### src/rtl/ctht_pkg.sv
package ctht_pkg;

    localparam int          DEPTH_DEFAULT = 4096;
    localparam logic [31:0] EMPTY_ADDR    = 32'hFFFF_FFFF;
    localparam logic [7:0]  PROTO_TCP     = 8'd6;
    localparam logic [7:0]  PROTO_UDP     = 8'd17;
    localparam logic [15:0] TCP_TIMEOUT_RST = 16'd300;
    localparam logic [15:0] UDP_TIMEOUT_RST = 16'd60;

    localparam logic CFG_TCP_TIMEOUT = 1'b0;
    localparam logic CFG_UDP_TIMEOUT = 1'b1;

    typedef enum logic [2:0] {
        OUT_MISS      = 3'd0,
        OUT_HIT       = 3'd1,
        OUT_EVICTED   = 3'd2,
        OUT_INSERTED  = 3'd3,
        OUT_REFRESHED = 3'd4,
        OUT_REFUSED   = 3'd5,
        OUT_IGNORED   = 3'd6
    } t_outcome;

    typedef enum logic [1:0] {
        F_IDLE,
        F_DIV,
        F_PUSH
    } t_fstate;

    typedef enum logic [1:0] {
        B_CLEAR,
        B_IDLE,
        B_READ,
        B_EVAL
    } t_bstate;

    typedef struct packed {
        logic        op;
        logic        ignore;
        logic [31:0] lo;
        logic [31:0] hi;
        logic [31:0] ports;
        logic [7:0]  proto;
        logic [31:0] now;
    } t_req;

    typedef struct packed {
        logic [31:0] lo;
        logic [31:0] hi;
        logic [31:0] ports;
        logic [7:0]  proto;
        logic [31:0] last;
    } t_slot;

    typedef struct packed {
        logic [15:0] tcp;
        logic [15:0] udp;
    } t_timeouts;

endpackage

### src/rtl/ctht_front.sv
module ctht_front #(
    parameter int DEPTH = ctht_pkg::DEPTH_DEFAULT,
    parameter int IW    = $clog2(DEPTH)
) (
    input  logic              i_clk,
    input  logic              i_rst_n,
    input  logic              i_accept,
    input  logic              i_op,
    input  logic [31:0]       i_src_addr,
    input  logic [31:0]       i_dst_addr,
    input  logic [15:0]       i_src_port_num,
    input  logic [15:0]       i_dst_port_num,
    input  logic [7:0]        i_proto_num,
    input  logic [31:0]       i_now_seconds,
    input  logic              i_full,
    output logic              o_push,
    output ctht_pkg::t_req    o_req,
    output logic [IW-1:0]     o_idx,
    output logic              o_busy
);
    import ctht_pkg::*;

    localparam bit          IS_POW2 = (DEPTH & (DEPTH - 1)) == 0;
    localparam logic [63:0] RECIP_W = (64'd1 << (32 + IW)) / 64'(DEPTH);
    localparam logic [32:0] RECIP   = RECIP_W[32:0];
    localparam logic [31:0] DEPTH_C = 32'(DEPTH);

    t_fstate         r_state, n_state;
    t_req            r_req, n_req;
    logic [31:0]     r_hash, n_hash;
    logic [64:0]     r_acc, n_acc;
    logic [31:0]     r_part, n_part;
    logic [1:0]      r_step, n_step;
    logic [IW-1:0]   r_idx, n_idx;

    logic            swap;
    logic [31:0]     lo, hi, ports, hash;
    logic [15:0]     mul_in;
    logic [48:0]     prod;
    logic [31:0]     quot;

    always_ff @(posedge i_clk) begin
        if (!i_rst_n) begin
            r_state <= F_IDLE;
        end else begin
            r_state <= n_state;
        end
        r_req  <= n_req;
        r_hash <= n_hash;
        r_acc  <= n_acc;
        r_part <= n_part;
        r_step <= n_step;
        r_idx  <= n_idx;
    end

    always_comb begin
        swap    = !((i_src_addr < i_dst_addr) ||
                    (i_src_addr == i_dst_addr && i_src_port_num <= i_dst_port_num));
        lo      = swap ? i_dst_addr : i_src_addr;
        hi      = swap ? i_src_addr : i_dst_addr;
        ports   = swap ? {i_dst_port_num, i_src_port_num} : {i_src_port_num, i_dst_port_num};
        hash    = lo ^ hi ^ ports ^ {i_proto_num, 24'd0};
        mul_in  = (r_step == 2'd0) ? r_hash[15:0] : r_hash[31:16];
        prod    = mul_in * RECIP;
        quot    = 32'(r_acc >> (32 + IW));

        n_state = r_state;
        n_req   = r_req;
        n_hash  = r_hash;
        n_acc   = r_acc;
        n_part  = r_part;
        n_step  = r_step;
        n_idx   = r_idx;
        o_push  = 1'b0;

        case (r_state)
            F_IDLE: begin
                if (i_accept) begin
                    n_req.op     = i_op;
                    n_req.ignore = (i_proto_num != PROTO_TCP) && (i_proto_num != PROTO_UDP);
                    n_req.lo     = lo;
                    n_req.hi     = hi;
                    n_req.ports  = ports;
                    n_req.proto  = i_proto_num;
                    n_req.now    = i_now_seconds;
                    n_hash       = hash;
                    n_idx        = hash[IW-1:0];
                    n_step       = 2'd0;
                    n_state      = (IS_POW2 || n_req.ignore) ? F_PUSH : F_DIV;
                end
            end
            F_DIV: begin
                // quotient estimate by reciprocal, low then high half of the hash, then remainder and correction
                case (r_step)
                    2'd0: begin
                        n_acc  = 65'(prod);
                        n_step = 2'd1;
                    end
                    2'd1: begin
                        n_acc  = r_acc + {prod, 16'd0};
                        n_step = 2'd2;
                    end
                    2'd2: begin
                        n_part = r_hash - quot * DEPTH_C;
                        n_step = 2'd3;
                    end
                    default: begin
                        n_idx   = (r_part >= DEPTH_C) ? IW'(r_part - DEPTH_C) : IW'(r_part);
                        n_state = F_PUSH;
                    end
                endcase
            end
            F_PUSH: begin
                o_push = 1'b1;
                if (!i_full) begin
                    n_state = F_IDLE;
                end
            end
            default: n_state = F_IDLE;
        endcase
    end

    assign o_req  = r_req;
    assign o_idx  = r_idx;
    assign o_busy = r_state != F_IDLE;

endmodule

### config.mk
export PLATFORM = sky130hd
export DESIGN_NAME = ctht_front
export DESIGN_NICKNAME = d
export VERILOG_FILES = /design/src/rtl/ctht_pkg.sv /design/src/rtl/ctht_front.sv
export SDC_FILE = /design/constraint.sdc
export NUM_CORES = 1
export LEC_CHECK = 0
export ABC_AREA = 0
export BUFFER_PORTS_ARGS = -buffer_cell sky130_fd_sc_hd__buf_2
export CAP_MARGIN = 20
export CELL_PAD_IN_SITES_DETAIL_PLACEMENT = 1
export CELL_PAD_IN_SITES_GLOBAL_PLACEMENT = 1
export CORE_UTILIZATION = 30
export DETAILED_ROUTE_END_ITERATION = 6
export GPL_TIMING_DRIVEN = 1
export PLACE_DENSITY = 0.67
export SETUP_SLACK_MARGIN = 0.05
export SLEW_MARGIN = 20
export SYNTH_ARGS = -nofsm -noshare
export SYNTH_HDL_FRONTEND = slang
export SYNTH_SLANG_ARGS = --single-unit
### constraint.sdc
create_clock -name i_clk -period 21.9 [get_ports i_clk]
set_input_delay 0 -clock i_clk [delete_from_list [all_inputs] [get_ports i_clk]]
set_output_delay 0 -clock i_clk [all_outputs]
set_load 0.02 [all_outputs]
* Word level (Yosys, flattened, before mapping)
Cells that the tools add are included.
Word-level totals: bits in registers 283, output and inout port bits 152, logic and storage cells 65, input port bits 141
Cells by class: bitwise gates (word level) 3, equal/unequal tests 11, $lt $le $gt $ge 3, add/sub/neg operators 3, reductions and logical operators 15, muxes and demuxes 17
Operators with widths (count):
- $pmux W65 S2 | 1
- $mux W32 | 3
- $xor A32 B32 Y32 | 3
- $add A65 B64 Y65 | 1
- $mux W12 | 3
- $eq A32 B32 Y1 | 1
- $ge A32 B13 Y1 const B | 1
- $lt A32 B32 Y1 | 1
- $sub A32 B32 Y32 | 1
- $pmux W12 S2 | 1
- $le A16 B16 Y1 | 1
- $mux W16 | 1
- $pmux W2 S3 | 2
- $sub A12 B1 Y12 const B | 1
- $reduce_and A3 Y1 | 3
- $mux W2 | 4
- $ne A8 B3 Y1 const B | 1
- $ne A8 B5 Y1 const B | 1
- $ne A2 B2 Y1 const B | 3
- $reduce_and A2 Y1 | 3
- $reduce_bool A2 Y1 | 3
- $eq A2 B1 Y1 const B | 2
- $eq A2 B2 Y1 const B | 2
- $logic_not A2 Y1 | 2
- 6 further kinds | 7

* Depth between registers and ports, before layout
word-level depth 9, mapped depth 11, mapped depth without buffers 9

* Least setup slack after synthesis
OpenSTA, ideal clock, no wires.
kind register -> register, start point register r_state[1], end point register r_idx[0] (netlist: o_idx[0]), enable pin, clock period less this slack 7679 ps, stages on the path, launching flop included 2, required time 21222 ps, path slack 14221 ps, library setup time 678 ps, path buffers 0, arrival 7002 ps, path through dfxtp_1 -> nor2b_1
On the way: word-level cells in the longest chain between the ends 3, elaborated cells on any way between the ends 6, classes of those cells eq/ne (3); reduce/logical (3)
Ends and longest elaborated chain:
- start, declared | line ctht_front.sv:28 | t_fstate r_state, n_state;
- start signal, assigned | line ctht_front.sv:46 | r_state <= n_state;
- $eq A2 B1 Y1 or $logic_not A2 Y1 (tied branches) | line ctht_front.sv:76 | case (r_state)
- $ne A2 B2 Y1 (no line) or $reduce_bool A2 Y1 (tied branches)
- $reduce_and A3 Y1 (no line) (*)
- end signal, assigned | line ctht_front.sv:53 | r_idx <= n_idx;
- end, declared | line ctht_front.sv:34 | logic [IW-1:0] r_idx, n_idx;
Mark *: on every way between the ends. The rest lies on a longest branch, timed or not. A chain may end at the register's enable or synchronous reset.

* Worst setup path after layout
start point input port i_dst_addr[11], end point register r_req, in the netlist o_req[124], data pin
On the way: word-level cells in the longest chain between the ends 4, elaborated cells on any way between the ends 5, classes of those cells order compare (1); eq/ne (1); mux (1); reduce/logical (2)
Ends and longest elaborated chain:
- start, declared | line ctht_front.sv:10 | input logic [31:0] i_dst_addr,
- parallel branches: the longest is 2 deep, another holds $lt A32 B32 Y1
- $logic_or A1 B1 Y1 (*) | line ctht_front.sv:57 | swap = !((i_src_addr < i_dst_addr) ||
- $mux W32 (*) | line ctht_front.sv:59 | lo = swap ? i_dst_addr : i_src_addr;
- net lo[20] | line ctht_front.sv:37 | logic [31:0] lo, hi, ports, hash;
- end signal, assigned | line ctht_front.sv:48 | r_req <= n_req;
- end, declared | line ctht_front.sv:29 | t_req r_req, n_req;
Mark *: on every way through the listed nets, which the timed path passes.

==> flow_results.org <==
** Routing
- In the routed design, unresolved DRC markers number 0.
- Once detail routing completed, the nets flagged for antenna violations numbered 0.
- In the routed layout, each cell is associated on average with a via count of around 4.8.
- After the first detailed-routing iteration, the DRC count stood at 330.
- Total number of vias :: 6657
- Routed len/inst :: 18.7 um
- The first detailed-routing pass took 5 iterations.
- WL final :: 26.1 mm

** Timing
- Setup violations remaining at the end of the flow were counted as 0.
- Slew Viols, Final :: 0
- Number of hold violations in the final report :: 0
- Final period utilization :: 0.198
- Actual slew at the worst max-slew pin :: 1010 ps
- Timing would allow up to approximately 0.23 GHz.
- On the final layout, the worst hold slack is between 0.8 and 0.9 ps.
- The worst pin sits at a relative slew slack of 0.329.
- Unrepaired setup endpoints after global routing :: false
- For the final database, setup skew stands at roughly 10 ps.
- The clock period could shrink to around 4300 ps.
- Adding up every negative setup slack in the final design gives 0 ps.

** Worst hold path
- Counting instances, the worst hold path has a depth of 3.
- End point of the most critical hold path :: o_req[84]
- Start point of the worst min-delay path :: i_src_addr[12]
- Path class of the lowest-slack min-delay path :: in -> reg

** Yosys
- Counting flops and latches in the post-synthesis netlist gives approximately 150.
- Net count of the mapped netlist :: just under 800
- For this run, the number of Yosys warnings is 0.
- After synthesis, the netlist uses 40 different library cells.
- Cell area after technology mapping :: 7550 sq um
- Cell taking the most area after synthesis :: edfxtp_1
- In the synthesized netlist the dominant register cell turns out to be edfxtp_1.
- Largest cells by area after synthesis :: edfxtp_1 60%, ha_1 8.0%, mux2_1 7.2%
- Of the post-synthesis cell area, the dominant cell type holds 0.597.
- In the synthesized netlist the async set-or-reset flop fraction comes to 0.
- Share of the yosys chip area belonging to registers :: 0.599
- The synthesized design contains 150 enable-type register cells.
- After synthesis, the mean cell area works out to ~13 sq um.
- Cell count after synthesis :: between 500 and 600

** Setup path
- Cell family contributing the most delay on the critical path :: buffers and inverters
- Data on the critical path arrives at its endpoint at roughly 4500 ps.
- Setup slack on the worst reg-to-reg path comes out at 19180 ps.
- Origin of the worst setup path :: i_dst_addr[11]
- Data on the critical path is required at its endpoint by 22080 ps.
- The critical path goes through dlygate4sd3_1 -> buf_2 -> inv_1 -> ha_1 -> nand4_1 -> nor3_1 -> a21bo_1 -> o211ai_2 -> a21oi_2 -> nor2_8 -> buf_4 -> mux2_1 -> dlygate4sd3_1.
- Together, buffers and inverters on the worst path number 5.
- The critical path is of the in -> reg type.
- The worst setup path is launched from an input port.
- Worst flop-to-flop path startpoint :: r_state[1]
- Crit path max fanout :: 51
- Cell with the largest stage delay on the worst path :: nor2_8
- Slowest Stage Delay on Critical Path :: 730 ps
- Measured in cells, the most critical reg-to-reg path has a length of 3.
- In this design, the critical path's most frequently occurring cell is dlygate4sd3_1.
- The worst setup path is captured at a flip-flop.
- The endpoint identified for the worst register-to-register timing path is o_req[132].

** Layout
- Most frequent standard cell in the layout excluding fill and tap cells :: buf_2
- Final-stage net count :: 1249
- Of the cells placed in the final design, the portion with a size suffix greater than 1 is 0.316.
- Compared with the post-synthesis result, the final layout area differs by 55.9%.
- Fill cell instance count of the final layout :: between 2000 and 3000
- The multi-input combinational cells in the finished layout cover a total of 2690 sq um.
- Summing all flip-flop and latch instances after layout gives approximately 4500 sq um.
- Commonest cells after routing, fill and taps aside :: 292 x buf_2, 185 x dlygate4sd3_1, 150 x edfxtp_1

** GRT
- Total overflow reported by the global router :: 0
- Antenna violations before repair :: 0
- The via count of the first global-routing pass was ~7400.
- Across every metal layer, demand over resource in global routing totals 0.204.
- The first global-routing pass estimated 40.8 mm of wire.
- Entering global routing, the biggest net connects between 70 and 80 pins.

** Run status
- Run status :: completed

** Placement
- Placed wire-length estimate :: roughly 17 mm
- Routability-driven placement finished with a final weighted congestion of 0.732.
- Count of port buffers added during placement :: 292

** Clock network
- Maximum clock insertion buffer count :: 2
- Number of buffers added by the clock tree synthesis step :: 17
- Clock-pin slew was measured on the worst setup and hold paths at 80 ps.
- The later pin in the worst-skew pair is clocked with a latency of 420 ps.
- Number of H-tree branching levels :: 4
- Clock tree synthesis selected as its root buffer the cell clkbuf_16.
- CTS resizes :: 0
- Clock tree from TritonCTS :: built
- Counting every sink on the clock net gives ~150.

** Floorplan
- Initial standard-cell utilization of the core :: 0.308
- From bottom edge to top edge, the die measures about 160 um.
- Die X-Extent :: approximately 160 um
- I/O pin count :: 293
- The floorplan step defined a die boundary enclosing about 26000 sq um.
- Std-Cell Core Area :: between 20000 and 25000 sq um
- After floorplanning, the core was divided into 57 placement rows.

** Pwr
- Worst IR Drop VDD :: between 0.04 and 0.05 mV
- Areal power density over the cells :: roughly 73 nW/um^2
- Leak :: slightly above 0.005 uW

** Job
- The tool flagged a number of max-cap violations equal to 0.
[stage by stage]
| stage | total power (uW) | area [sq um] | setup WS [ps] | cells | utilization |
|---|---|---|---|---|---|
| after floorplan | 462 | 7550 | 14220 | 585 | - |
| after global placement | 514 | 9310 | 18200 | 1180 | 0.379 |
| after detailed placement | 518 | 9310 | 18100 | 1180 | 0.379 |
| after CTS | 864 | 11800 | 17440 | 1397 | 0.480 |
| after global routing | 895 | 11800 | 17240 | 1397 | 0.480 |
| final | 860 | 11800 | 17560 | 1398 | 0.480 |
[where the power goes]
part	total [uW]	leakage (uW)	internal, uW	switching, uW
clock network	313	0.000297	174	140
registers	357	0.00145	350	6.32
logic	191	0.00329	82.1	108
total	860	0.00504	606	254
[synthesized netlist by cell type (2+ instances only)]
| cell | number |
|---|---|
| edfxtp_1 | 150 |
| nand3_1 | 51 |
| inv_1 | 49 |
| ha_1 | 48 |
| mux2_1 | 48 |
| o21ai_1 | 42 |
| nand2b_1 | 36 |
| a21oi_1 | 21 |
| nand2_1 | 21 |
| a211oi_1 | 13 |
| nor2_1 | 13 |
| o21ai_0 | 13 |
| a22oi_1 | 12 |
| clkbuf_1 | 11 |
| nand4_1 | 8 |
| buf_4 | 6 |
| buf_6 | 5 |
| nor2b_1 | 5 |
| buf_2 | 4 |
| a21o_1 | 3 |
| and4_1 | 2 |
| nand4_2 | 2 |
| nor3_1 | 2 |
| nor4bb_1 | 2 |
| o211ai_1 | 2 |
| o211ai_2 | 2 |
[worst max path at each step]
stage	slack (ps)	to	cells past startpoint
final	17560	o_req[124]	13
after global routing	17240	o_req[130]	13
after CTS	17440	o_req[105]	13
after detailed placement	18100	o_req[135]	11
after global placement	18200	o_req[126]	11
after floorplan	14220	o_idx[0]	1
[flip-flops by register name, summed over array words and instances (netlist names)]
| signal | cells |
|---|---|
| o_idx | 12 |
| o_req | 138 |
| r_state | 1 |
[layout make-up]
class	instances	area share
Clock inverter	15	0.0157
Multi-Input combinational cell	358	0.229
Tap cell	324	0.0344
Timing Repair Buffer	482	0.285
Clock buffer	17	0.0361
Antenna cell	1	0.000213
Inverter	50	0.0159
Sequential cell	151	0.384
[repair_timing]
item	4_1_cts	5_1_grt
setup buffers	0	0
endpoints found under the setup margin	0	0
hold buffers	185	0
endpoints found under the hold margin	140	0
[tightest hold or removal path, cell delays in order]
cell,delay [ps]
buf_2,130
nand3_1,70
o21ai_0,110
[layer usage]
metal  up-vias  GRT usage  routed length (um)
li1       3145          -                   -
met1      3251      0.230               10500
met2       217      0.376               13600
met3        44     0.0431                1300
met4         0     0.0758                 796
met5         -          0                   0
[logic make-up after synthesis]
group                      Yosys count  share of synthesized area
AOI/OAI and AO/OA                  115                     0.0935
adders and majority gates           48                     0.0795
buffers and inverters               76                     0.0464
DFF                                151                      0.599
muxes                               48                     0.0716
and+or+nand+nor                    147                      0.110
No activity file was read; power rests on OpenSTA's default activity.
