### src/rtl/ctht_pkg.sv
package ctht_pkg;

    localparam int          DEPTH_DEFAULT = 4096;
    localparam logic [31:0] EMPTY_ADDR    = 32'hFFFF_FFFF;
    localparam logic [7:0]  PROTO_TCP     = 8'd6;
    localparam logic [7:0]  PROTO_UDP     = 8'd17;
    localparam logic [15:0] TCP_TIMEOUT_RST = 16'd300;
    localparam logic [15:0] UDP_TIMEOUT_RST = 16'd60;

    localparam logic CFG_TCP_TIMEOUT = 1'b0;
    localparam logic CFG_UDP_TIMEOUT = 1'b1;

    typedef enum logic [2:0] {
        OUT_MISS      = 3'd0,
        OUT_HIT       = 3'd1,
        OUT_EVICTED   = 3'd2,
        OUT_INSERTED  = 3'd3,
        OUT_REFRESHED = 3'd4,
        OUT_REFUSED   = 3'd5,
        OUT_IGNORED   = 3'd6
    } t_outcome;

    typedef enum logic [1:0] {
        F_IDLE,
        F_DIV,
        F_PUSH
    } t_fstate;

    typedef enum logic [1:0] {
        B_CLEAR,
        B_IDLE,
        B_READ,
        B_EVAL
    } t_bstate;

    typedef struct packed {
        logic        op;
        logic        ignore;
        logic [31:0] lo;
        logic [31:0] hi;
        logic [31:0] ports;
        logic [7:0]  proto;
        logic [31:0] now;
    } t_req;

    typedef struct packed {
        logic [31:0] lo;
        logic [31:0] hi;
        logic [31:0] ports;
        logic [7:0]  proto;
        logic [31:0] last;
    } t_slot;

    typedef struct packed {
        logic [15:0] tcp;
        logic [15:0] udp;
    } t_timeouts;

endpackage

### src/rtl/ctht_queue.sv
module ctht_queue #(
    parameter int IW = 12
) (
    input  logic              i_clk,
    input  logic              i_rst_n,
    input  logic              i_push,
    input  ctht_pkg::t_req    i_req,
    input  logic [IW-1:0]     i_idx,
    input  logic              i_pop,
    output logic              o_full,
    output logic              o_empty,
    output ctht_pkg::t_req    o_req,
    output logic [IW-1:0]     o_idx
);
    import ctht_pkg::*;

    t_req          r_req [2];
    logic [IW-1:0] r_idx [2];
    logic          r_wp, r_rp;
    logic [1:0]    r_cnt;
    logic          do_push, do_pop;

    assign o_full  = r_cnt == 2'd2;
    assign o_empty = r_cnt == 2'd0;
    assign do_push = i_push && !o_full;
    assign do_pop  = i_pop && !o_empty;

    always_ff @(posedge i_clk) begin
        if (!i_rst_n) begin
            r_wp  <= 1'b0;
            r_rp  <= 1'b0;
            r_cnt <= 2'd0;
        end else begin
            if (do_push) begin
                r_wp <= !r_wp;
            end
            if (do_pop) begin
                r_rp <= !r_rp;
            end
            r_cnt <= r_cnt + 2'(do_push) - 2'(do_pop);
        end
        if (do_push) begin
            r_req[r_wp] <= i_req;
            r_idx[r_wp] <= i_idx;
        end
    end

    assign o_req = r_req[r_rp];
    assign o_idx = r_idx[r_rp];

endmodule

### config.mk
export PLATFORM = sky130hd
export DESIGN_NAME = ctht_queue
export DESIGN_NICKNAME = d
export VERILOG_FILES = /design/src/rtl/ctht_pkg.sv /design/src/rtl/ctht_queue.sv
export SDC_FILE = /design/constraint.sdc
export NUM_CORES = 1
export LEC_CHECK = 0
export ABC_CLOCK_PERIOD_IN_PS = 7600
export BUFFER_PORTS_ARGS = -buffer_cell sky130_fd_sc_hd__buf_4
export CAP_MARGIN = 0
export CELL_PAD_IN_SITES_DETAIL_PLACEMENT = 2
export CELL_PAD_IN_SITES_GLOBAL_PLACEMENT = 2
export CORE_MARGIN = 1
export CORE_UTILIZATION = 35
export DETAILED_ROUTE_END_ITERATION = 10
export HOLD_SLACK_MARGIN = 0.02
export PLACE_DENSITY_LB_ADDON = 0.3
export SYNTH_ARGS = -nofsm -noshare
export SYNTH_HDL_FRONTEND = slang
export SYNTH_SLANG_ARGS = --single-unit
### constraint.sdc
create_clock -name i_clk -period 7.6 [get_ports i_clk]
set_input_delay 0.76 -clock i_clk [delete_from_list [all_inputs] [get_ports i_clk]]
set_output_delay 0.76 -clock i_clk [all_outputs]
set_load 0.03 [all_outputs]
Word-level counts from Yosys, hierarchy flattened
Memories as Yosys holds them, arrays and structs flattened. A register that Yosys moved wholly into a read port is not among the register bits.
Index checks and enable logic that the tools add are counted.
W data, S select, Z words.
Word-level totals
  memories: 2
  output and inout bits: 152
  bits in writable memories: 300
  register bits after elaboration: 4
  input port bits: 154
Operators by class
  equality and inequality tests: 1
  mux-type cells: 6
  $add $sub $neg: 2
  reduce and logical (&&, ||, !) cells: 7
Memory list
  r_req: words 2, bits a word 138, rd ports 1, clocked after Yosys merged registers in 1, write ports 1, RTL line ctht_queue.sv:17  | t_req r_req [2];
  r_idx: words 2, bits a word 12, rd ports 1, clocked after Yosys merged registers in 1, write ports 1, RTL line ctht_queue.sv:18  | logic [IW-1:0] r_idx [2];
Operators with widths (number)
  $mux W1: 6
  $logic_not A1 Y1: 4
  $add A2 B1 Y2: 1
  $eq A2 B2 Y1 const B: 1
  $logic_and A1 B1 Y1: 2
  $logic_not A2 Y1: 1
  $sub A2 B1 Y2: 1

Longest topological paths before layout
Gate-level depths: netlist (run 1).
  word-level depth: 5
  gate-level depth with buffers: 8
  mapped depth without buffers: 8

Least setup slack after synthesis (run 1)
Ideal clock, no wire load.
  path kind: input -> register
  start point: input port i_push
  end point: memory r_idx[0][0], enable pin
  data arrival time: 7081 ps
  data required time: 6939 ps
  stages: 2
  library setup time: 661 ps
  setup slack: -143 ps
  path through: nand2_1 -> nor2_1
On the way
  longest elaborated chain between the ends: 3
RTL lines
  start: declaration: RTL line ctht_queue.sv:6  | input logic i_push,
  $logic_and A1 B1 Y1: RTL line ctht_queue.sv:25  | assign do_push = i_push && !o_full;
  $mux W1: RTL line ctht_queue.sv:42  | if (do_push) begin
  $mux W1 (implied by the code): RTL line ctht_queue.sv:44  | r_idx[r_wp] <= i_idx;
  end: declaration: RTL line ctht_queue.sv:18
Every way passes these cells.

==> flow_metrics.env, run 1 <==
export IMPL_outcome="finished clean"
export IMPL_rsz0062_at_grt="no"
export IMPL_die_x_um=183.0
export IMPL_row_count=65
export IMPL_coreArea_mm2=0.03188
export IMPL_placed_cells=1224
export IMPL_synth_seq_cells=305
export IMPL_track_usage=0.1583
export IMPL_ys_seq_area_frac=0.7941
export IMPL_fin_ws_ns=3.597
export IMPL_path_buf_inv=2
export IMPL_vias=5764
export IMPL_post_route_util=0.4790
export IMPL_synth_most_common_cell="edfxtp_1"
export IMPL_crit_chain="buf_4, mux2_2, buf_4"
export IMPL_dp_hpwl_um=18680
export IMPL_critical_path_required_ns=6.84
export IMPL_start_util=0.3598
export IMPL_crit_path_max_incr_delay_ns=1.06
export IMPL_first_pass_iters=4
export IMPL_p_leak_nw=5.832
export IMPL_clk_pin_slew_ns=0.06
export IMPL_yosysTopAreaCell="edfxtp_1"
export IMPL_gp_congestion=0.7790
export IMPL_syn_to_final_growth_pct=33.11
export IMPL_hold_violations=0
export IMPL_port_buffers=305
export IMPL_post_drt_wl_per_cell_um=20.84
export IMPL_crit_top_cell="buf_4"
export IMPL_ctsHoldBuffers=0
export IMPL_cts_buffers=36
export IMPL_cellPowerDensity_mw_per_mm2=383.4
export IMPL_grt_max_degree=65
export IMPL_cap_violations=0
export IMPL_remaining_drc_errors=0
export IMPL_finalPower_mw=5.854
export IMPL_setup_viol=0
export IMPL_period_minus_slack_ns=4.003
export IMPL_routed_wirelength_um=26870
export IMPL_dieArea_mm2=0.03350
export IMPL_maxSlewViolCount=0
export IMPL_synth_edf_count=300
export IMPL_async_flop_share=0
export IMPL_finish_instance_area_mm2=0.01527
export IMPL_cts_resized_gates=0
export IMPL_max_freq_mhz=249.8
export IMPL_synth_nets=650
export IMPL_clock_path_buffers=3
export IMPL_worstSetupPathType="reg -> out"
export IMPL_endpoint_kind="output port"
export IMPL_finalClockSkew_ns=0.01033
export IMPL_start_kind="register"
export IMPL_grt_pass1_wl_um=39880
export IMPL_min_from="i_req[108]"
export IMPL_slowest_stage="dfxtp_4"
export IMPL_ir_drop_v=0.0002008
export IMPL_synthTopCellsByArea="edfxtp_1 (79%), mux2_4 (13%), mux2_2 (4.9%), buf_6 (1.1%), dfxtp_1 (0.87%)"
export IMPL_synth_top_cell_area_share=0.7853
export IMPL_tightestPinTransition_ns=1.141
export IMPL_fin_hold_ws_ns=0.4441
export IMPL_cts_max_level=2
export IMPL_cts_setup_buffers=0
export IMPL_pre_cts_ws_ns=4.056
export IMPL_viasPerCell=4.472
export IMPL_antenna_found_initial=2
export IMPL_ios=306
export IMPL_syn_inst=494
export IMPL_ys_warn_count=0
export IMPL_path_max_fanout=64
export IMPL_nNetsFinal=983
export IMPL_cts_sinks=305
export IMPL_syn_avg_cell_area_um2=23.22
export IMPL_synth_common_cells="edfxtp_1 (300), mux2_4 (100), mux2_2 (50)"
export IMPL_place_area_mm2=0.01421
export IMPL_min_path_type="in -> reg"
export IMPL_drtIter0Drc=190
export IMPL_synth_area_mm2=0.01147
export IMPL_gr_total_overflow=0
export IMPL_r2r_start="r_cnt[0]$_SDFF_PN0_"
export IMPL_die_y_um=183.0
export IMPL_postRouteAntennaNets=0
export IMPL_maxSlewHeadroom=0.2394
export IMPL_drive_gt1_frac=0.5927
export IMPL_tritoncts="built"
export IMPL_finalCritPeriodShare=0.5267
export IMPL_tns_ns=0
export IMPL_critPathArrivalTime_ns=3.24
export IMPL_ys_flop_type="edfxtp_1"
export IMPL_synth_cell_types=19
export IMPL_clkLatencyLatePin_ns=0.49
export IMPL_stdcell_count=1289
export IMPL_grt_pass1_vias=6717
export IMPL_critPathTopFamily="flip-flops"
export IMPL_root_buffer="clkbuf_16"
## sequential cells by signal, indices dropped and copies added (netlist names), named ones only
name   flops
r_wp       1
r_rp       1
r_cnt      2
r_idx     24
r_req    276
## where the power goes
part | internal (mW) | leakage [nW] | total (mW) | switching (mW)
registers | 2.17 | 2.84 | 2.31 | 0.141
clock network | 0.927 | 0.504 | 1.56 | 0.629
logic | 0.856 | 2.48 | 1.98 | 1.13
total | 3.96 | 5.83 | 5.85 | 1.90
## worst register-to-register path: cells and delay by family, from the launching register on
family	cells	cell delay (ns)
and+or+nand+nor	2	0.82
DFF	1	0.37
buffers and inverters	2	1.49
## layer usage
layer	up-vias	GRT usage	wire length [um]
li1	2631	-	-
met1	2877	0.1836	10490
met5	-	0	0
met3	36	0.05778	2351
met2	220	0.2748	13530
met4	0	0.04367	500
## area by class of cell
cell class | count | area [um^2]
Multi-Input combinational cell | 169 | 2200
Fill cell | 2935 | 16610
Clock inverter | 11 | 72.57
Tap cell | 435 | 544.3
Sequential cell | 305 | 9112
Timing Repair Buffer | 312 | 2342
Antenna cell | 2 | 5.005
Clock buffer | 52 | 982.2
Inverter | 3 | 11.26
## logic make-up (layout without fill, tap and decap cells)
| group | after synthesis | count (layout) | share of synthesized area |
|---|---|---|---|
| AND/OR/NAND/NOR | 13 | 13 | 0.005454 |
| buffers and inverters | 20 | 378 | 0.01527 |
| adder cells (fa/ha/maj) | 2 | 2 | 0.002181 |
| flip-flops | 305 | 305 | 0.7941 |
| AO/OA/AOI/OAI | 1 | 1 | 0.0006547 |
| multiplexers | 151 | 151 | 0.1808 |
| other | 0 | 2 | 0 |
| XOR/XNOR | 2 | 2 | 0.001527 |
## final timing paths
path / endpoint / slack, ns / cells after the start
worst min register to register: r_rp$_SDFFE_PN0P_ / 0.53 / 2
worst max register to register: r_req[1][31]$_DFFE_PP_ / 4.48 / 4
worst min-delay path: r_req[1][108]$_DFFE_PP_ / 0.44 / 1
worst max-delay path: o_req[18] / 3.60 / 3
## cell usage in the layout (no fill, tap or decap), drive strengths merged
| cell type | instances |
|---|---|
| and2 | 2 |
| and3 | 1 |
| buf | 312 |
| bufinv | 1 |
| clkbuf | 52 |
| clkinv | 9 |
| clkinvlp | 1 |
| dfxtp | 5 |
| diode | 2 |
| edfxtp | 300 |
| ha | 2 |
| inv | 3 |
| mux2 | 150 |
| mux2i | 1 |
| nand2 | 2 |
| nand2b | 2 |
| nor2 | 5 |
| nor3 | 1 |
| o21a | 1 |
| xnor2 | 1 |
| xor2 | 1 |
(Power assumes the default switching activity.)
==> run 2, diff against run 1 <==
--- a/config.mk
+++ b/config.mk
@@ -5,13 +5,13 @@
 export SDC_FILE = /design/constraint.sdc
 export NUM_CORES = 1
 export LEC_CHECK = 0
-export ABC_CLOCK_PERIOD_IN_PS = 7600
+export ABC_CLOCK_PERIOD_IN_PS = 4000
 export BUFFER_PORTS_ARGS = -buffer_cell sky130_fd_sc_hd__buf_4
 export CAP_MARGIN = 0
 export CELL_PAD_IN_SITES_DETAIL_PLACEMENT = 2
 export CELL_PAD_IN_SITES_GLOBAL_PLACEMENT = 2
 export CORE_MARGIN = 1
-export CORE_UTILIZATION = 35
+export CORE_UTILIZATION = 39
 export DETAILED_ROUTE_END_ITERATION = 10
 export HOLD_SLACK_MARGIN = 0.02
 export PLACE_DENSITY_LB_ADDON = 0.3
==> constraint.sdc (replaced) <==
create_clock -name i_clk -period 4 [get_ports i_clk]
set_input_delay 0.4 -clock i_clk [delete_from_list [all_inputs] [get_ports i_clk]]
set_output_delay 0.4 -clock i_clk [all_outputs]
set_load 0.03 [all_outputs]
==> flow_metrics.env, run 2 (same netlist as run 1, synthesis figures left out) <==
export IMPL_outcome="finished clean"
export IMPL_crit_top_cell="buf_4"
export IMPL_ir_drop_v=0.0003689
export IMPL_min_path_type="in -> reg"
export IMPL_slowest_stage="dfxtp_4"
export IMPL_cap_violations=0
export IMPL_ios=306
export IMPL_first_pass_iters=4
export IMPL_viasPerCell=4.712
export IMPL_r2r_start="r_cnt[0]$_SDFF_PN0_"
export IMPL_tns_ns=0
export IMPL_root_buffer="clkbuf_16"
export IMPL_maxSlewViolCount=0
export IMPL_top_regs="r_req: 276 flops, r_idx: 24 flops, r_cnt: 2 flops"
export IMPL_row_count=62
export IMPL_fin_ws_ns=1.341
export IMPL_die_y_um=173.5
export IMPL_place_area_mm2=0.01418
export IMPL_tightestPinTransition_ns=1.101
export IMPL_hold_violations=0
export IMPL_r2r_end="r_req[1][59]$_DFFE_PP_"
export IMPL_clkLatencyLatePin_ns=0.50
export IMPL_postRouteAntennaNets=0
export IMPL_cts_setup_buffers=0
export IMPL_antenna_found_initial=0
export IMPL_grt_max_degree=79
export IMPL_cts_max_level=2
export IMPL_start_kind="register"
export IMPL_pre_cts_ws_ns=1.778
export IMPL_ctsHoldBuffers=0
export IMPL_cts_buffers=35
export IMPL_critPathCapture="o_req[14]"
export IMPL_routed_wirelength_um=27250
export IMPL_cts_resized_gates=0
export IMPL_vias=5814
export IMPL_rsz0062_at_grt="no"
export IMPL_dp_hpwl_um=18860
export IMPL_max_flop_register="r_req"
export IMPL_track_usage=0.1793
export IMPL_tritoncts="built"
export IMPL_coreArea_mm2=0.02886
export IMPL_endpoint_kind="output port"
export IMPL_worstSetupPathType="reg -> out"
export IMPL_maxSlewHeadroom=0.2663
export IMPL_cellPowerDensity_mw_per_mm2=727.2
export IMPL_reg2reg_setup_slack_ns=1.80
export IMPL_port_buffers=305
export IMPL_finalCritPeriodShare=0.6648
export IMPL_max_freq_mhz=376.0
export IMPL_finalClockSkew_ns=0.007671
export IMPL_critPathArrivalTime_ns=2.26
export IMPL_die_x_um=173.5
export IMPL_setup_viol=0
export IMPL_reg2reg_depth=3
export IMPL_clock_path_buffers=3
export IMPL_critical_path_required_ns=3.60
export IMPL_drive_gt1_frac=0.5965
export IMPL_start_util=0.3975
export IMPL_finalPower_mw=11.06
export IMPL_period_minus_slack_ns=2.659
export IMPL_clk_pin_slew_ns=0.06
export IMPL_path_max_fanout=44
export IMPL_layout_commonest_cell="buf_4"
export IMPL_grt_pass1_wl_um=40510
export IMPL_nNetsFinal=982
export IMPL_grt_pass1_vias=6677
export IMPL_n_antenna_cell=0
export IMPL_gp_congestion=0.7341
export IMPL_gr_total_overflow=0
export IMPL_finish_instance_area_mm2=0.01521
export IMPL_drtIter0Drc=314
export IMPL_post_drt_wl_per_cell_um=22.08
export IMPL_cts_sinks=305
export IMPL_crit_chain="buf_4, mux2_2, buf_4"
export IMPL_remaining_drc_errors=0
export IMPL_crit_path_max_incr_delay_ns=0.77
export IMPL_dieArea_mm2=0.03010
export IMPL_final_cell_mix="buf_4 (309), edfxtp_1 (300), mux2_4 (100)"
export IMPL_syn_to_final_growth_pct=32.58
export IMPL_largest_reg_flops=276
export IMPL_p_leak_nw=5.835
export IMPL_fillers=2555
[run 2: cell count changes in the layout (fill, tap and decap cells not counted), moves of 2 or more]
cell and change:
clkinv_1 +2, buf_4 -3, buf_12 +3, clkbuf_1 -6, clkinv_2 +3, diode_2 -2
[run 2: final cells by class]
cell class,instances,area [um^2],share of cell area
clock buffers,46,959.7,0.06310
clock inverters,15,65.06,0.004278
inverters,3,11.26,0.0007404
multi-input cells,169,2200,0.1446
flip-flops and latches,305,9112,0.5992
well taps,384,480.5,0.03159
repair buffers,312,2380,0.1565
[run 2: layer usage]
layer | vias to the layer above | share of wire | track usage
met5 | - | 0 | 0
met2 | 242 | 0.50 | 0.3097
li1 | 2623 | - | -
met4 | 0 | 0.022 | 0.05347
met1 | 2908 | 0.40 | 0.2145
met3 | 41 | 0.075 | 0.05526
[run 2: critical path: cells and delay by family, from the launching register on]
kind     cells  cell delay (ns)
flops        1             0.77
buf+inv      2             0.60
mux          1             0.38
[run 2: where the power goes]
group,switching (mW),internal [mW],total (mW)
clock network,1.19,1.68,2.87
registers,0.219,4.13,4.35
logic,2.21,1.63,3.84
[run 2: per-stage QoR]
stage | hold WS, ns | util | cells
floorplan | 0.4809 | - | 494
global placement | 0.5011 | 0.4915 | 1173
detailed placement | 0.5132 | 0.4915 | 1173
CTS | 0.05713 | 0.5270 | 1234
global route | 0.06356 | 0.5270 | 1234
finish | 0.08463 | 0.5270 | 1234
[run 2: worst min-delay path by stage]
stage / slack, ns / cells after the start / endpoint / start
after CTS: 0.06 / 1 / r_req[1][6]$_DFFE_PP_ / i_req[6]
final: 0.08 / 1 / r_req[1][6]$_DFFE_PP_ / i_req[6]
after global routing: 0.06 / 1 / r_req[0][22]$_DFFE_PP_ / i_req[22]
after detailed placement: 0.51 / 2 / register / r_rp$_SDFFE_PN0P_
after floorplan: 0.48 / 2 / register / r_rp$_SDFFE_PN0P_
after global placement: 0.50 / 2 / r_rp$_SDFFE_PN0P_ / r_rp$_SDFFE_PN0P_
==> run 3, diff against run 2 <==
--- a/config.mk
+++ b/config.mk
@@ -5,13 +5,14 @@
 export SDC_FILE = /design/constraint.sdc
 export NUM_CORES = 1
 export LEC_CHECK = 0
-export ABC_CLOCK_PERIOD_IN_PS = 4000
+export ABC_AREA = 1
+export ABC_CLOCK_PERIOD_IN_PS = 2250
 export BUFFER_PORTS_ARGS = -buffer_cell sky130_fd_sc_hd__buf_4
 export CAP_MARGIN = 0
 export CELL_PAD_IN_SITES_DETAIL_PLACEMENT = 2
 export CELL_PAD_IN_SITES_GLOBAL_PLACEMENT = 2
 export CORE_MARGIN = 1
-export CORE_UTILIZATION = 39
+export CORE_UTILIZATION = 35
 export DETAILED_ROUTE_END_ITERATION = 10
 export HOLD_SLACK_MARGIN = 0.02
 export PLACE_DENSITY_LB_ADDON = 0.3
==> constraint.sdc (replaced) <==
create_clock -name i_clk -period 2.25 [get_ports i_clk]
set_input_delay 0.225 -clock i_clk [delete_from_list [all_inputs] [get_ports i_clk]]
set_output_delay 0.225 -clock i_clk [all_outputs]
set_load 0.03 [all_outputs]
==> flow_metrics.env, run 3 <==
export IMPL_outcome="finished clean"
export IMPL_start_util=0.3602
export IMPL_synth_common_cells="edfxtp_1 (300), mux2_4 (100), mux2_2 (50)"
export IMPL_syn_inst=505
export IMPL_critical_path_required_ns=2.03
export IMPL_root_buffer="clkbuf_16"
export IMPL_grt_pass1_wl_um=50630
export IMPL_drtIter0Drc=271
export IMPL_ir_drop_v=0.0006818
export IMPL_postRouteAntennaNets=0
export IMPL_path_max_fanout=19
export IMPL_track_usage=0.2046
export IMPL_ys_warn_count=0
export IMPL_finalPower_mw=19.60
export IMPL_largest_reg_flops=276
export IMPL_cellPowerDensity_mw_per_mm2=1141
export IMPL_clk_pin_slew_ns=0.06
export IMPL_ys_flop_type="edfxtp_1"
export IMPL_tritoncts="built"
export IMPL_die_y_um=183.1
export IMPL_cts_max_level=2
export IMPL_period_minus_slack_ns=2.110
export IMPL_gr_total_overflow=0
export IMPL_critPathArrivalTime_ns=1.89
export IMPL_synth_area_mm2=0.01148
export IMPL_synth_seq_cells=305
export IMPL_start_kind="register"
export IMPL_top_regs="r_req: 276 flops, r_idx: 24 flops, r_cnt: 2 flops"
export IMPL_die_x_um=183.1
export IMPL_viasPerCell=4.502
export IMPL_remaining_drc_errors=0
export IMPL_gp_congestion=0.7133
export IMPL_hold_violations=0
export IMPL_drive_gt1_frac=0.5194
export IMPL_clkLatencyLatePin_ns=0.51
export IMPL_max_freq_mhz=473.9
export IMPL_first_pass_iters=4
export IMPL_row_count=65
export IMPL_synthTopCellsByArea="edfxtp_1 (78%), mux2_4 (13%), mux2_2 (4.9%), buf_6 (1.1%), dfxtp_1 (0.87%)"
export IMPL_synth_most_common_cell="edfxtp_1"
export IMPL_nNetsFinal=1163
export IMPL_p_leak_nw=6.669
export IMPL_ys_seq_area_frac=0.7931
export IMPL_max_flop_register="r_req"
export IMPL_tns_ns=0
export IMPL_maxSlewHeadroom=0.5483
export IMPL_highest_layer="met4"
export IMPL_cap_violations=0
export IMPL_dr_wl_met2_um=18610
export IMPL_vias=6600
export IMPL_finalCritPeriodShare=0.9379
export IMPL_endpoint_kind="output port"
export IMPL_synth_cell_types=13
export IMPL_tightestPinTransition_ns=0.6759
export IMPL_coreArea_mm2=0.03188
export IMPL_finalClockSkew_ns=0.02620
export IMPL_cts_sinks=305
export IMPL_ios=306
export IMPL_final_cell_mix="buf_4 (314), edfxtp_1 (300), dlygate4sd3_1 (153)"
export IMPL_dp_hpwl_um=20660
export IMPL_cts_buffers=34
export IMPL_setup_viol=0
export IMPL_post_drt_wl_per_cell_um=23.29
export IMPL_synth_edf_count=300
export IMPL_grt_max_degree=74
export IMPL_layout_commonest_cell="buf_4"
export IMPL_cts_resized_gates=0
export IMPL_wl_met3_um=2199
export IMPL_port_buffers=305
export IMPL_routed_wirelength_um=34150
export IMPL_met1_length_um=12760
export IMPL_grt_pass1_vias=7901
export IMPL_worstSetupPathType="reg -> out"
export IMPL_yosysTopAreaCell="edfxtp_1"
export IMPL_dieArea_mm2=0.03354
export IMPL_antenna_found_initial=1
export IMPL_maxSlewViolCount=0
export IMPL_clock_path_buffers=3
export IMPL_syn_to_final_growth_pct=49.61
export IMPL_synth_top_cell_area_share=0.7844
export IMPL_syn_avg_cell_area_um2=22.74
export IMPL_min_path_type="in -> reg"
export IMPL_rsz0062_at_grt="no"
export IMPL_async_flop_share=0
export IMPL_synth_nets=661
run 3: cell types whose count changed in the layout (fill, tap and decap cells not counted), moves of 4 or more:
cell | before | now
clkinv_1 | 10 | 2
buf_4 | 309 | 314
nand2_1 | 2 | 7
dlygate4sd3_1 | 0 | 153
inv_1 | 3 | 7
buf_12 | 3 | 15
run 3: area by class of cell:
class                   instances  area, um^2
multi-input cells             174        2201
clock inverters                10       97.59
well taps                     435       544.3
fillers                      2834       14700
flip-flops and latches        305        9115
clock buffers                  49       980.9
inverters                       9       37.54
diodes                          1       2.502
repair buffers                483        4204
run 3: critical path, stage by stage, from the launching register on:
cell and delay [ns]:
dfxtp_4 0.61, buf_12 0.25, mux2_4 0.34, buf_4 0.18
run 3: power by group:
group / leakage, nW / internal, mW / switching, mW
Clock: 0.531 / 3.26 / 2.20
Sequential: 2.85 / 7.22 / 0.343
Combinational: 3.29 / 2.91 / 3.69
Total: 6.67 / 13.4 / 6.23
run 3: path summary, 6_finish.rpt:
| kind | startpoint | to | slack, ns | depth (start not counted) |
|---|---|---|---|---|
| setup / recovery | register | o_req[68] | 0.14 | 3 |
| hold reg to reg | r_rp$_SDFFE_PN0P_ | register | 0.52 | 2 |
| setup reg to reg | r_cnt[0]$_SDFF_PN0_ | r_req[0][64]$_DFFE_PP_ | 0.48 | 5 |
| hold / removal | i_req[125] | r_req[0][125]$_DFFE_PP_ | 0.45 | 2 |
run 3: logic make-up after synthesis:
| logic type | Yosys count | share of synthesized area |
|---|---|---|
| fa+ha+maj | 2 | 0.002179 |
| mux | 150 | 0.1798 |
| flops | 305 | 0.7931 |
| buf+inv | 26 | 0.01721 |
| compound gates | 2 | 0.0008716 |
| simple gates | 20 | 0.006863 |
run 3: stage by stage:
step	worst slack (ns)	area (um^2)	hold WS, ns	cells	util
after floorplan	-0.9024	11510	0.3184	505	-
final	0.1396	17180	0.4486	1466	0.5390
after detailed placement	0.4642	14560	0.4128	1252	0.4566
after global placement	0.5656	14560	0.4099	1252	0.4566
after global routing	0.06647	17180	0.4372	1466	0.5390
after CTS	0.09580	17180	0.4215	1465	0.5389
run 3: repair_timing:
item	4_1_cts	5_1_grt
hold buffers	153	0
setup endpoints to repair	24	0
hold endpoints to repair	305	0
setup buffers	1	0
run 3: layer usage:
layer  GRT usage  up-vias
met5           0        -
met4     0.04933        0
met3     0.05361       44
met2      0.3903      240
met1      0.2235     3331
li1            -     2985
